`src/hw/rtl/rdvst_pkg.sv`:
```
`timescale 1ns / 1ps

package rdvst_pkg;

    localparam int POSITIONS_DEF   = 1024;
    localparam int VALUE_KINDS_DEF = 41;

    localparam int MODE_W  = 1;
    localparam int POS_W   = 10;
    localparam int VALUE_W = 6;
    localparam int COUNT_W = 6;

    localparam logic [MODE_W-1:0] MODE_UPDATE = 1'b0;
    localparam logic [MODE_W-1:0] MODE_QUERY  = 1'b1;

    typedef enum logic [2:0] {
        ST_CLEAR,
        ST_IDLE,
        ST_UPD_LEAF,
        ST_UPD_UP,
        ST_Q_LEFT,
        ST_Q_RIGHT,
        ST_Q_DONE
    } walk_state_t;

    typedef struct packed {
        logic in_ready;
        logic res_valid;
        logic clearing;
    } walk_status_t;

endpackage

```
`src/hw/rtl/rdvst_walk.sv`:
```
`timescale 1ns / 1ps

module rdvst_walk #(
    parameter int POSITIONS   = rdvst_pkg::POSITIONS_DEF,
    parameter int VALUE_KINDS = rdvst_pkg::VALUE_KINDS_DEF
) (
    input  logic                                 clk,
    input  logic                                 rst_n,
    input  logic                                 in_valid,
    input  logic [rdvst_pkg::MODE_W-1:0]         mode,
    input  logic [rdvst_pkg::POS_W-1:0]          first_position,
    input  logic [rdvst_pkg::POS_W-1:0]          last_position,
    input  logic [rdvst_pkg::VALUE_W-1:0]        new_value,
    output logic [rdvst_pkg::COUNT_W-1:0]        res_count,
    input  logic                                 res_ready,
    output rdvst_pkg::walk_status_t              status,
    output logic                                 mem_we,
    output logic [$clog2(2*POSITIONS)-1:0]       mem_waddr,
    output logic [VALUE_KINDS-1:0]               mem_wdata,
    output logic                                 mem_re,
    output logic [$clog2(2*POSITIONS)-1:0]       mem_raddr,
    input  logic [VALUE_KINDS-1:0]               mem_rdata
);

    import rdvst_pkg::*;

    localparam int AW = $clog2(2 * POSITIONS);
    localparam int NW = AW + 1;
    localparam int VW = $clog2(VALUE_KINDS);
    localparam int SW = $clog2(VALUE_KINDS + 1);
    localparam logic [31:0] P32 = 32'(POSITIONS);
    localparam logic [31:0] VK32 = 32'(VALUE_KINDS);
    localparam logic [AW-1:0] LAST_ADDR = AW'(2 * POSITIONS - 1);
    localparam logic [NW-1:0] ROOT = NW'(1);

    walk_state_t state_reg, state_next;
    logic [NW-1:0] node_reg, node_next;
    logic [NW-1:0] rgt_reg, rgt_next;
    logic [VALUE_KINDS-1:0] mask_reg, mask_next;
    logic pend_reg, pend_next;
    logic [AW-1:0] clr_reg, clr_next;

    logic [31:0] first_w;
    logic [31:0] last_w;
    logic [31:0] last_c;
    logic [VALUE_KINDS-1:0] onehot;
    logic [VALUE_KINDS-1:0] acc;
    logic [VALUE_KINDS-1:0] up_mask;
    logic [NW-1:0] rgt_dec;
    logic [SW-1:0] pop;

    always_ff @(posedge clk or negedge rst_n)
    begin
        if (!rst_n)
        begin
            state_reg <= ST_CLEAR;
            pend_reg  <= 1'b0;
            clr_reg   <= '0;
        end
        else
        begin
            state_reg <= state_next;
            pend_reg  <= pend_next;
            clr_reg   <= clr_next;
        end
    end

    always_ff @(posedge clk)
    begin
        node_reg <= node_next;
        rgt_reg  <= rgt_next;
        mask_reg <= mask_next;
    end

    always_comb
    begin
        first_w = 32'(first_position);
        last_w  = 32'(last_position);
        last_c  = (last_w >= P32) ? (P32 - 32'd1) : last_w;
        onehot  = '0;
        if (32'(new_value) < VK32)
        begin
            onehot[new_value[VW-1:0]] = 1'b1;
        end
        acc     = mask_reg | (pend_reg ? mem_rdata : '0);
        up_mask = mask_reg | mem_rdata;
        rgt_dec = rgt_reg - ROOT;
    end

    // distinct values in the gathered mask
    always_comb
    begin
        pop = '0;
        for (int i = 0; i < VALUE_KINDS; i++)
        begin
            pop = pop + SW'(mask_reg[i]);
        end
    end

    assign res_count = COUNT_W'(pop);

    always_comb
    begin
        state_next = state_reg;
        node_next  = node_reg;
        rgt_next   = rgt_reg;
        mask_next  = mask_reg;
        pend_next  = 1'b0;
        clr_next   = clr_reg;
        mem_we     = 1'b0;
        mem_waddr  = node_reg[AW-1:0];
        mem_wdata  = mask_reg;
        mem_re     = 1'b0;
        mem_raddr  = node_reg[AW-1:0] ^ AW'(1);
        status     = '0;

        unique case (state_reg)
            ST_CLEAR:
            begin
                status.clearing = 1'b1;
                mem_we    = 1'b1;
                mem_waddr = clr_reg;
                mem_wdata = '0;
                clr_next  = clr_reg + AW'(1);
                if (clr_reg == LAST_ADDR)
                begin
                    state_next = ST_IDLE;
                end
            end

            ST_IDLE:
            begin
                status.in_ready = 1'b1;
                if (in_valid)
                begin
                    if (mode == MODE_UPDATE)
                    begin
                        if (first_w < P32)
                        begin
                            node_next  = NW'(first_w + P32);
                            mask_next  = onehot;
                            state_next = ST_UPD_LEAF;
                        end
                    end
                    else
                    begin
                        mask_next  = '0;
                        state_next = ST_Q_LEFT;
                        if (first_w > last_c)
                        begin
                            node_next = '0;
                            rgt_next  = '0;
                        end
                        else
                        begin
                            node_next = NW'(first_w + P32);
                            rgt_next  = NW'(last_c + P32 + 32'd1);
                        end
                    end
                end
            end

            ST_UPD_LEAF:
            begin
                mem_we     = 1'b1;
                mem_re     = 1'b1;
                node_next  = node_reg >> 1;
                state_next = ST_UPD_UP;
            end

            ST_UPD_UP:
            begin
                // sibling read last cycle, own child carried in mask_reg
                mem_we     = 1'b1;
                mem_wdata  = up_mask;
                mem_re     = 1'b1;
                mask_next  = up_mask;
                node_next  = node_reg >> 1;
                if (node_reg == ROOT)
                begin
                    state_next = ST_IDLE;
                end
            end

            ST_Q_LEFT:
            begin
                mask_next = acc;
                if (node_reg < rgt_reg)
                begin
                    if (node_reg[0])
                    begin
                        mem_re    = 1'b1;
                        mem_raddr = node_reg[AW-1:0];
                        pend_next = 1'b1;
                        node_next = node_reg + ROOT;
                    end
                    state_next = ST_Q_RIGHT;
                end
                else
                begin
                    state_next = ST_Q_DONE;
                end
            end

            ST_Q_RIGHT:
            begin
                mask_next = acc;
                node_next = node_reg >> 1;
                if (rgt_reg[0])
                begin
                    mem_re    = 1'b1;
                    mem_raddr = rgt_dec[AW-1:0];
                    pend_next = 1'b1;
                    rgt_next  = rgt_dec >> 1;
                end
                else
                begin
                    rgt_next = rgt_reg >> 1;
                end
                state_next = ST_Q_LEFT;
            end

            ST_Q_DONE:
            begin
                status.res_valid = 1'b1;
                if (res_ready)
                begin
                    state_next = ST_IDLE;
                end
            end

            default:
            begin
                state_next = ST_IDLE;
            end
        endcase
    end

endmodule

```
`config.mk`:
```
export PLATFORM = sky130hd
export DESIGN_NAME = rdvst_walk
export DESIGN_NICKNAME = d
export VERILOG_FILES = /design/src/hw/rtl/rdvst_pkg.sv /design/src/hw/rtl/rdvst_walk.sv
export SDC_FILE = /design/constraint.sdc
export NUM_CORES = 1
export LEC_CHECK = 0
export BUFFER_PORTS_ARGS = -buffer_cell sky130_fd_sc_hd__buf_2
export CORE_ASPECT_RATIO = 0.6
export CORE_UTILIZATION = 55
export DETAILED_ROUTE_END_ITERATION = 6
export PLACE_DENSITY = 0.92
export SLEW_MARGIN = 0
export SYNTH_ARGS = -nofsm -noshare
export SYNTH_HDL_FRONTEND = slang
export SYNTH_SLANG_ARGS = --single-unit
```
`constraint.sdc`:
```
create_clock -name clk -period 9.2 [get_ports clk]
set_clock_uncertainty 0.15 [all_clocks]
set_input_delay 1.38 -clock clk [delete_from_list [all_inputs] [get_ports clk]]
set_output_delay 1.38 -clock clk [all_outputs]
set_load 0.005 [all_outputs]
```
After elaboration in Yosys (flattened, before gate mapping)
Cells that the tools add are included.
- output and inout bits: 74
- memories: 0
- register bits: 80
- ROM bits: 0
- memory bits (writable): 0
- bits in latches: 0
- bits of input ports: 72
- logic and storage cells: 135
- order comparisons: 6
- add/sub/neg operators: 46
- multiplexer cells: 43
- multipliers: 0
- bitwise gates (word level): 3
- shift-type cells: 0
- divide/modulo/power cells: 0
- equality and inequality tests: 16
- reductions and logical operators: 14
- operators with widths (cell ; number):
    $add A6 B1 Y6 ; 35
    $mux W41 ; 5
    $pmux W41 S3 ; 1
    $mux W12 ; 9
    $or A41 B41 Y41 ; 2
    $pmux W41 S2 ; 1
    $pmux W12 S3 ; 1
    $mux W11 ; 3
    $add A10 B11 Y12 const B ; 2
    $add A12 B1 Y12 const B ; 2
    $pmux W12 S2 ; 1
    $pmux W11 S2 ; 1
    $pmux W3 S7 ; 1
    $mux W3 ; 6
    $ne A2 B2 Y1 const B ; 7
    $eq A12 B1 Y1 const B ; 1
    $lt A12 B12 Y1 ; 1
    $sub A12 B1 Y12 const B ; 1
    $add A11 B1 Y11 const B ; 1
    $eq A11 B11 Y1 const B ; 1
    $lt A10 B11 Y1 const B ; 1
    $gt A10 B10 Y1 ; 1
    $mux W1 ; 10
    $reduce_and A5 Y1 ; 2
    other kinds (25) ; 32

Depth between registers and ports, before layout
Gate-level depths: netlist of run 1.
- word-level depth: 40
- depth in mapped cells: 18
- mapped depth without buffers: 18

Worst setup path before layout of run 1
No wires, ideal clock.
- path kind: register to output
- start point: register mask_reg[17]
- end point: output port res_count[5] (netlist name)
- required time: 7.670 ns
- cell stages (with the launch flop): 17
- path buffers: 0
- data arrival time: 5.019 ns
- setup slack: 2.651 ns
- path through: edfxtp_1 -> fa_1 -> inv_1 -> fa_1 -> inv_1 -> fa_1 -> fa_1 -> fa_1 -> fa_1 -> inv_1 -> fa_1 -> inv_1 -> ha_1 -> a21o_1 -> a21o_1 -> a21o_1 -> a21o_1
- longest elaborated chain between the ends: 24
- RTL lines (item ; line ; RTL):
    start: declaration ; rdvst_walk.sv:39 ; logic [VALUE_KINDS-1:0] mask_reg, mask_next;
    start signal: assignment ; rdvst_walk.sv:72 ; mask_reg <= mask_next;
    $add A6 B1 Y6 (24 in a row) ; rdvst_walk.sv:96 ; pop = pop + SW'(mask_reg[i]);
    end: declaration ; rdvst_walk.sv:14 ; output logic [rdvst_pkg::COUNT_W-1:0] res_count,
Every way passes these cells.

Worst setup path after layout of run 1
- start point: register mask_reg[17]
- end point: output port res_count[4] (netlist name)
Same word-level chain as after synthesis.

==> results.sh, run 1 <==
export IMPL_outcome="complete, no violations"
export IMPL_start_kind="flip-flop"
export IMPL_grt_usage=0.315
export IMPL_min_from="clr_reg[9]$_DFFE_PN0P_"
export IMPL_fin_setup_tns_ps=0
export IMPL_grt_max_degree=47
export IMPL_syn_nets=875
export IMPL_wirelength_mm=19.1
export IMPL_dr_first_iter_drc_count=796
export IMPL_vias_per_cell=6.11
export IMPL_yosysTopAreaCell="edfxtp_1"
export IMPL_finalSetupViolCount=0
export IMPL_netlist_area_sq_um=6560
export IMPL_tritoncts="done"
export IMPL_startpoint="mask_reg[17]$_DFFE_PP_"
export IMPL_syn_avg_cell_area_sq_um=8.91
export IMPL_core_sq_um=11400
export IMPL_r2r_start="node_reg[5]$_DFFE_PP_"
export IMPL_postCtsSetupRepairBufs=0
export IMPL_ios=146
export IMPL_drc=0
export IMPL_gp_congestion=0.955
export IMPL_async_flop_share=0.188
export IMPL_dr_pass1_iters=5
export IMPL_diodes=0
export IMPL_yosysMostFrequentCell="a21oi_1"
export IMPL_synth_flop_cell="edfxtp_1"
export IMPL_cts_hold_buffers_added=0
export IMPL_start_util=0.573
export IMPL_finalHoldViolations=0
export IMPL_synth_cell_types=56
export IMPL_ys_seq_area_frac=0.355
export IMPL_yosys_area_top_type_share=0.297
export IMPL_port_buffers=145
export IMPL_syn2layout_area_growth_pct=16.2
export IMPL_clk_transition_reported_paths_ps=60
export IMPL_holdCritPathClass="flip-flop to flip-flop"
export IMPL_post_route_util=0.666
export IMPL_fmax_mhz=138
export IMPL_dieWidth_um=143
export IMPL_finalCritPeriodShare=0.790
export IMPL_rsz0062_at_grt="no"
export IMPL_dieArea_sq_um=12400
export IMPL_synth_commonest_cells="a21oi_1 (99), inv_1 (89), nor2_1 (70)"
export IMPL_tightest_slew_ps=1050
export IMPL_grt_overflow=0
export IMPL_synthCells=736
export IMPL_endpoint_kind="output port"
export IMPL_drive_gt1_frac=0.223
export IMPL_clk_latency_ps=330
export IMPL_dp_hpwl_mm=14.7
export IMPL_wire_per_inst_um=18.8
export IMPL_cts_htree_levels=3
export IMPL_reg2reg_slack_ps=6070
export IMPL_clockRootBuffer="clkbuf_16"
export IMPL_ctsResizeCount=0
export IMPL_ys_warn_count=0
export IMPL_drv_slew=0
export IMPL_grt_pass1_vias=5434
export IMPL_synth_area_leaders="edfxtp_1 (30%), fa_1 (9.8%), a21oi_1 (7.6%)"
export IMPL_grt_pass1_wl_mm=29.2
export IMPL_synth_edf_count=65
export IMPL_cp_required_ps=7670
export IMPL_cts_buffer_depth=2
export IMPL_die_y_um=86.6
export IMPL_cp_max_fo=3
export IMPL_numCtsBuffers=9
export IMPL_yosys_register_bits=80
export IMPL_drt_antenna_violating_nets=0
export IMPL_antenna_found_initial=0
export IMPL_critical_path_arrival_ps=5740
export IMPL_nNetsFinal=992
export IMPL_drv_cap=0
export IMPL_vias=6217
export IMPL_largest_register_ff_count=41
export IMPL_cts_sinks=80
export IMPL_criticalPathCategory="flip-flop to output port"
export IMPL_period_needed_ps=7270
export IMPL_slew_limit_headroom=0.295
export IMPL_core_rowCount=30
final timing paths:
kind | to | depth (start not counted)
max | res_count[4] | 17
min | clr_reg[9]$_DFFE_PN0P_ | 1
max reg2reg | node_reg[9]$_DFFE_PP_ | 7
min reg2reg | clr_reg[9]$_DFFE_PN0P_ | 1
max in group asynchronous | pend_reg$_DFF_PN0_ | 1
min in group asynchronous | clr_reg[3]$_DFFE_PN0P_ | 1
worst max-delay path: stages, from the launching register on:
cell      delay (ps)
edfxtp_1         450
fa_1             560
inv_1             70
fa_1             540
inv_1             60
fa_1             480
inv_1             50
fa_1             450
fa_1             530
fa_1             440
fa_1             530
fa_1             180
inv_1             70
fa_1             400
a21o_1           170
a21oi_1          180
xnor2_1          130
buf_2            120
cells by family after synthesis:
group / count (synthesis) / share of synthesized area
compound gates: 216 / 0.193
buf+inv: 133 / 0.0789
simple gates: 197 / 0.147
fa+ha+maj: 67 / 0.164
xor+xnor: 31 / 0.0414
mux: 12 / 0.0206
flops: 80 / 0.355
stage by stage:
step	hold slack [ps]	setup WS, ps	instance area, sq um	instances
floorplan	308	2650	6560	736
global placement	328	2410	7360	1002
detailed placement	339	2280	7360	1002
finish	354	1930	7630	1018
global route	377	1740	7630	1018
CTS	349	1920	7630	1018
layer usage:
| metal | wire length, um | vias up | GRT usage |
|---|---|---|---|
| met5 | 0 | - | 0 |
| met4 | 256 | 0 | 0.0518 |
| met3 | 2600 | 38 | 0.0823 |
| met2 | 7550 | 472 | 0.427 |
| met1 | 8740 | 2869 | 0.500 |
| li1 | - | 2838 | - |
cell type report:
cell class	count	area, sq um
tap	160	200
sequential	80	2330
timing repair buffer	150	763
multi-input combinational	523	3730
clock inverter	5	33.8
inverter	89	334
fill	920	3820
clock buffer	11	233
placed cells by master (no fill, tap or decap), drive strengths merged, types with 6 or more instances in the layout:
master    n
buf     150
a21oi    99
inv      90
nor2     70
edfxtp   65
nand2    44
o22ai    42
ha       35
o21ai    35
fa       32
xnor2    20
nand3    15
dfrtp    15
nand4    12
mux2     12
a221o    11
xor2     11
clkbuf   11
or3      10
nor2b    10
nor3      7
and3      6
a21o      6
Power of run 1 is not shown: default switching activity piles up to over one toggle a cycle in this logic, so the estimate is an artifact.
==> inputs of run 2 (changes only) <==
clock period = 7.65 ns   (was 9.2 ns; I/O delays follow)
==> run 2 against run 1 <==
  * Final cell count about the same
  * Highest routed layer unchanged
  * Critical path depth unchanged
  * Via count down 1.6%
  * Non-clock buffer count unchanged
==> results.sh, run 2 (synthesized netlist as in run 1, its figures left out) <==
export IMPL_antenna_found_initial=0
export IMPL_ctsResizeCount=0
export IMPL_dieArea_sq_um=12400
export IMPL_grt_pass1_vias=5591
export IMPL_fin_ws_ps=604
export IMPL_num_fill_cells=903
export IMPL_finalHoldViolations=0
export IMPL_period_needed_ps=7050
export IMPL_rsz0062_at_grt="no"
export IMPL_reg2reg_slack_ps=4510
export IMPL_cp_max_fo=3
export IMPL_final_cells=1019
export IMPL_syn2layout_area_growth_pct=16.7
export IMPL_wirelength_mm=19.2
export IMPL_vias=6118
export IMPL_dr_pass1_iters=5
export IMPL_die_y_um=86.6
export IMPL_r2r_start="node_reg[5]$_DFFE_PP_"
export IMPL_drive_gt1_frac=0.224
export IMPL_endpoint="res_count[4]"
export IMPL_grt_overflow=0
export IMPL_drt_antenna_violating_nets=0
export IMPL_critical_path_arrival_ps=5750
export IMPL_endpoint_kind="output port"
export IMPL_dpl_cell_count=1002
export IMPL_holdCritPathClass="flip-flop to flip-flop"
export IMPL_clk_transition_reported_paths_ps=60
export IMPL_start_util=0.573
export IMPL_pre_cts_slack_ps=973
export IMPL_finalSetupViolCount=0
export IMPL_seq_area_sq_um=2330
export IMPL_cp_required_ps=6350
export IMPL_core_rowCount=30
export IMPL_rr_worst_depth=7
export IMPL_vias_per_cell=6.00
export IMPL_drv_cap=0
export IMPL_mostFrequentLayoutCell="buf_2"
export IMPL_outcome="complete, no violations"
export IMPL_fmax_mhz=142
export IMPL_fin_area_sq_um=7660
export IMPL_postCtsSetupRepairBufs=0
export IMPL_tritoncts="done"
export IMPL_fin_setup_tns_ps=0
export IMPL_drv_slew=0
export IMPL_cts_htree_levels=3
export IMPL_dr_first_iter_drc_count=697
export IMPL_numCtsBuffers=9
export IMPL_gp_congestion=0.956
export IMPL_port_buffers=145
export IMPL_grt_max_degree=47
export IMPL_nNetsFinal=992
export IMPL_finalCritPeriodShare=0.921
export IMPL_wire_per_inst_um=18.8
export IMPL_clk_latency_ps=330
export IMPL_core_sq_um=11400
export IMPL_grt_usage=0.316
export IMPL_cts_hold_buffers_added=0
export IMPL_grt_pass1_wl_mm=29.3
export IMPL_cts_buffer_depth=2
export IMPL_tightest_slew_ps=1040
export IMPL_dieWidth_um=143
export IMPL_cts_sinks=80
export IMPL_drc=0
export IMPL_slew_limit_headroom=0.307
export IMPL_start_kind="flip-flop"
export IMPL_startpoint="mask_reg[17]$_DFFE_PP_"
export IMPL_dp_hpwl_mm=14.6
export IMPL_criticalPathCategory="flip-flop to output port"
export IMPL_final_cell_mix="buf_2 (145), a21oi_1 (98), inv_1 (89)"
export IMPL_r2r_end="node_reg[2]$_DFFE_PP_"
export IMPL_clockRootBuffer="clkbuf_16"
export IMPL_place_area_sq_um=7360
export IMPL_ios=146
export IMPL_multi_input_area_sq_um=3730
export IMPL_largest_register_ff_count=41
[run 2: cell type report]
cell class	instances	share of cell area
well taps	160	0.0261
repair buffers	150	0.0997
flip-flops and latches	80	0.304
multi-input cells	523	0.488
clock inverters	4	0.00343
diodes	1	0.000327
inverters	89	0.0436
clock buffers	12	0.0350
[run 2: critical path, cell delays in order (launching register included)]
cell,delay (ps)
edfxtp_1,450
fa_1,600
inv_1,70
fa_1,510
inv_1,60
fa_1,480
inv_1,50
fa_1,460
fa_1,540
fa_1,430
fa_1,520
fa_1,170
inv_1,70
fa_1,400
a21o_1,170
a21oi_1,180
xnor2_1,130
buf_2,120
[run 2: through the flow]
stage	hold WS (ps)	utilization
after floorplan	308	-
after CTS	339	0.669
final	341	0.669
after global routing	376	0.669
after detailed placement	328	0.643
after global placement	328	0.643
[run 2: worst min path at each step]
stage / startpoint / to / slack [ps] / depth (start not counted)
6_report: clr_reg[9]$_DFFE_PN0P_ / clr_reg[9]$_DFFE_PN0P_ / 340 / 1
5_1_grt: clr_reg[9]$_DFFE_PN0P_ / clr_reg[9]$_DFFE_PN0P_ / 380 / 1
4_1_cts: clr_reg[9]$_DFFE_PN0P_ / clr_reg[9]$_DFFE_PN0P_ / 340 / 1
3_5_place_dp: clr_reg[9]$_DFFE_PN0P_ / clr_reg[9]$_DFFE_PN0P_ / 330 / 1
3_3_place_gp: clr_reg[10]$_DFFE_PN0P_ / clr_reg[10]$_DFFE_PN0P_ / 330 / 1
2_1_floorplan: clr_reg[9]$_DFFE_PN0P_ / clr_reg[9]$_DFFE_PN0P_ / 310 / 1
[run 2: routing by layer]
layer / wire length, um / vias to the layer above / GRT usage
met1: 8510 / 2800 / 0.486
met5: 0 / - / 0
met2: 7460 / 449 / 0.415
met3: 2870 / 37 / 0.104
li1: - / 2832 / -
met4: 354 / 0 / 0.0899
Power of run 2 is left out for the same reason.
==> inputs of run 3 (changes only) <==
BUFFER_PORTS_ARGS = default   (was -buffer_cell sky130_fd_sc_hd__buf_2)
DONT_BUFFER_PORTS = 1   (was default)
PLACE_DENSITY = 0.81   (was 0.92)
==> run 3 against run 2 <==
  * Register-to-register slack improved by 350 ps
  * First-iteration DRC count fell by 0.86%
  * Die area did not move
  * Utilization fell by 6.2 points
  * Sequential share of layout area rose by 3.1 points
  * Via count fell by 8.3%
  * Flip-flop and latch count did not move
  * Routed wire length fell by 2.7%
  * Final cell count fell by 14%
  * Worst hold slack improved by 8.6 ps
  * Worst setup slack improved by 130 ps
  * Fmax rose by 1.9%
  * Critical endpoint is now res_count[5]
  * Highest routed layer unchanged
==> results.sh, run 3 (synthesized netlist as in run 1, its figures left out) <==
export IMPL_rsz0062_at_grt="no"
export IMPL_drive_gt1_frac=0.0686
export IMPL_gp_congestion=0.968
export IMPL_holdCritPathClass="primary input to asynchronous set/reset pin"
export IMPL_r2r_start="state_reg[1]$_DFFE_PN0P_"
export IMPL_crit_family="adder cells"
export IMPL_crit_buf_inv=6
export IMPL_tritoncts="done"
export IMPL_port_buffers=0
export IMPL_largest_register_ff_count=41
export IMPL_cts_sinks=80
export IMPL_clk_latency_ps=330
export IMPL_criticalPathCategory="flip-flop to output port"
export IMPL_grt_max_degree=47
export IMPL_outcome="complete, no violations"
export IMPL_cts_buffer_depth=2
export IMPL_critical_path_arrival_ps=5620
export IMPL_fin_area_sq_um=6950
export IMPL_postCtsSetupRepairBufs=0
export IMPL_cts_htree_levels=3
export IMPL_finalSetupViolCount=0
export IMPL_fin_setup_tns_ps=0
export IMPL_nNetsFinal=848
export IMPL_r2r_end="mask_reg[0]$_DFFE_PP_"
export IMPL_crit_path_cell_trace="fa_1 -> inv_1 -> fa_1 -> inv_1 -> fa_1 -> inv_1 -> fa_1 -> inv_1 -> fa_1 -> fa_1 -> inv_1 -> fa_1 -> inv_1 -> ha_1 -> a21o_1 -> a21o_1 -> a21o_1 -> a21o_1"
export IMPL_start_util=0.573
export IMPL_grt_usage=0.309
export IMPL_start_kind="flip-flop"
export IMPL_wirelength_mm=18.7
export IMPL_vias=5610
export IMPL_antenna_found_initial=0
export IMPL_drv_slew=0
export IMPL_dp_hpwl_mm=14.5
export IMPL_dieArea_sq_um=12400
export IMPL_cpMostUsedCell="fa_1"
export IMPL_clk_transition_reported_paths_ps=70
export IMPL_dr_pass1_iters=5
export IMPL_drt_antenna_violating_nets=0
export IMPL_finalHoldViolations=0
export IMPL_dr_first_iter_drc_count=691
export IMPL_final_cell_mix="a21oi_1 (98), inv_1 (89), nor2_1 (69)"
export IMPL_core_sq_um=11400
export IMPL_syn2layout_area_growth_pct=5.91
export IMPL_grt_pass1_wl_mm=28.3
export IMPL_finalCritPeriodShare=0.904
export IMPL_numCtsBuffers=9
export IMPL_fmax_mhz=145
export IMPL_grt_pass1_vias=5141
export IMPL_cts_hold_buffers_added=0
export IMPL_slew_limit_headroom=0.243
export IMPL_drv_cap=0
export IMPL_cp_required_ps=6350
export IMPL_die_y_um=86.6
export IMPL_place_area_sq_um=6640
export IMPL_period_needed_ps=6920
export IMPL_mostFrequentLayoutCell="a21oi_1"
export IMPL_wire_per_inst_um=21.4
export IMPL_rr_worst_depth=6
export IMPL_slowest_delay_ps=560
export IMPL_clockRootBuffer="clkbuf_16"
export IMPL_diodes=0
export IMPL_grt_overflow=0
export IMPL_endpoint_kind="output port"
export IMPL_holdWs_ps=350
export IMPL_drc=0
export IMPL_crit_slowest_cell="fa_1"
export IMPL_reg2reg_slack_ps=4860
export IMPL_dieWidth_um=143
export IMPL_tightest_slew_ps=1130
export IMPL_vias_per_cell=6.42
export IMPL_cp_max_fo=3
export IMPL_ctsResizeCount=0
export IMPL_core_rowCount=30
export IMPL_ios=146
run 3: cell types whose count changed in the layout (fill, tap and decap cells not counted), sizes merged:
cell	previous run	this run
clkinvlp	1	0
buf	150	6
diode	1	0
clkinv	3	2
clkbuf	12	10
inv	89	93
run 3: final cells by class:
| type | count | area (sq um) |
|---|---|---|
| clock buffer | 10 | 250 |
| clock inverter | 6 | 57.6 |
| fill | 981 | 4500 |
| inverter | 89 | 334 |
| multi-input combinational | 523 | 3730 |
| sequential | 80 | 2330 |
| tap | 160 | 200 |
| timing repair buffer | 6 | 45.0 |
run 3: worst max-delay path by stage:
stage	startpoint	endpoint	cells past startpoint
after floorplan	mask_reg[17]$_DFFE_PP_	res_count[5]	16
after global placement	mask_reg[17]$_DFFE_PP_	res_count[5]	18
after detailed placement	mask_reg[17]$_DFFE_PP_	res_count[5]	18
after CTS	mask_reg[17]$_DFFE_PP_	res_count[5]	18
after global routing	mask_reg[17]$_DFFE_PP_	res_count[5]	18
final	mask_reg[17]$_DFFE_PP_	res_count[5]	18
run 3: per-stage QoR:
stage / worst slack, ps / utilization / instances
3_3_place_gp: 1200 / 0.580 / 858
4_1_cts: 723 / 0.607 / 874
5_1_grt: 561 / 0.607 / 874
6_report: 734 / 0.607 / 874
2_1_floorplan: 1330 / - / 736
3_5_place_dp: 1100 / 0.580 / 858
run 3: routing by layer:
metal	GRT usage	share of wire	vias up
li1	-	-	2549
met1	0.477	0.44	2646
met2	0.408	0.39	396
met3	0.116	0.16	19
met4	0.0499	0.010	0
met5	0	0	-
Power of run 3 is left out for the same reason.
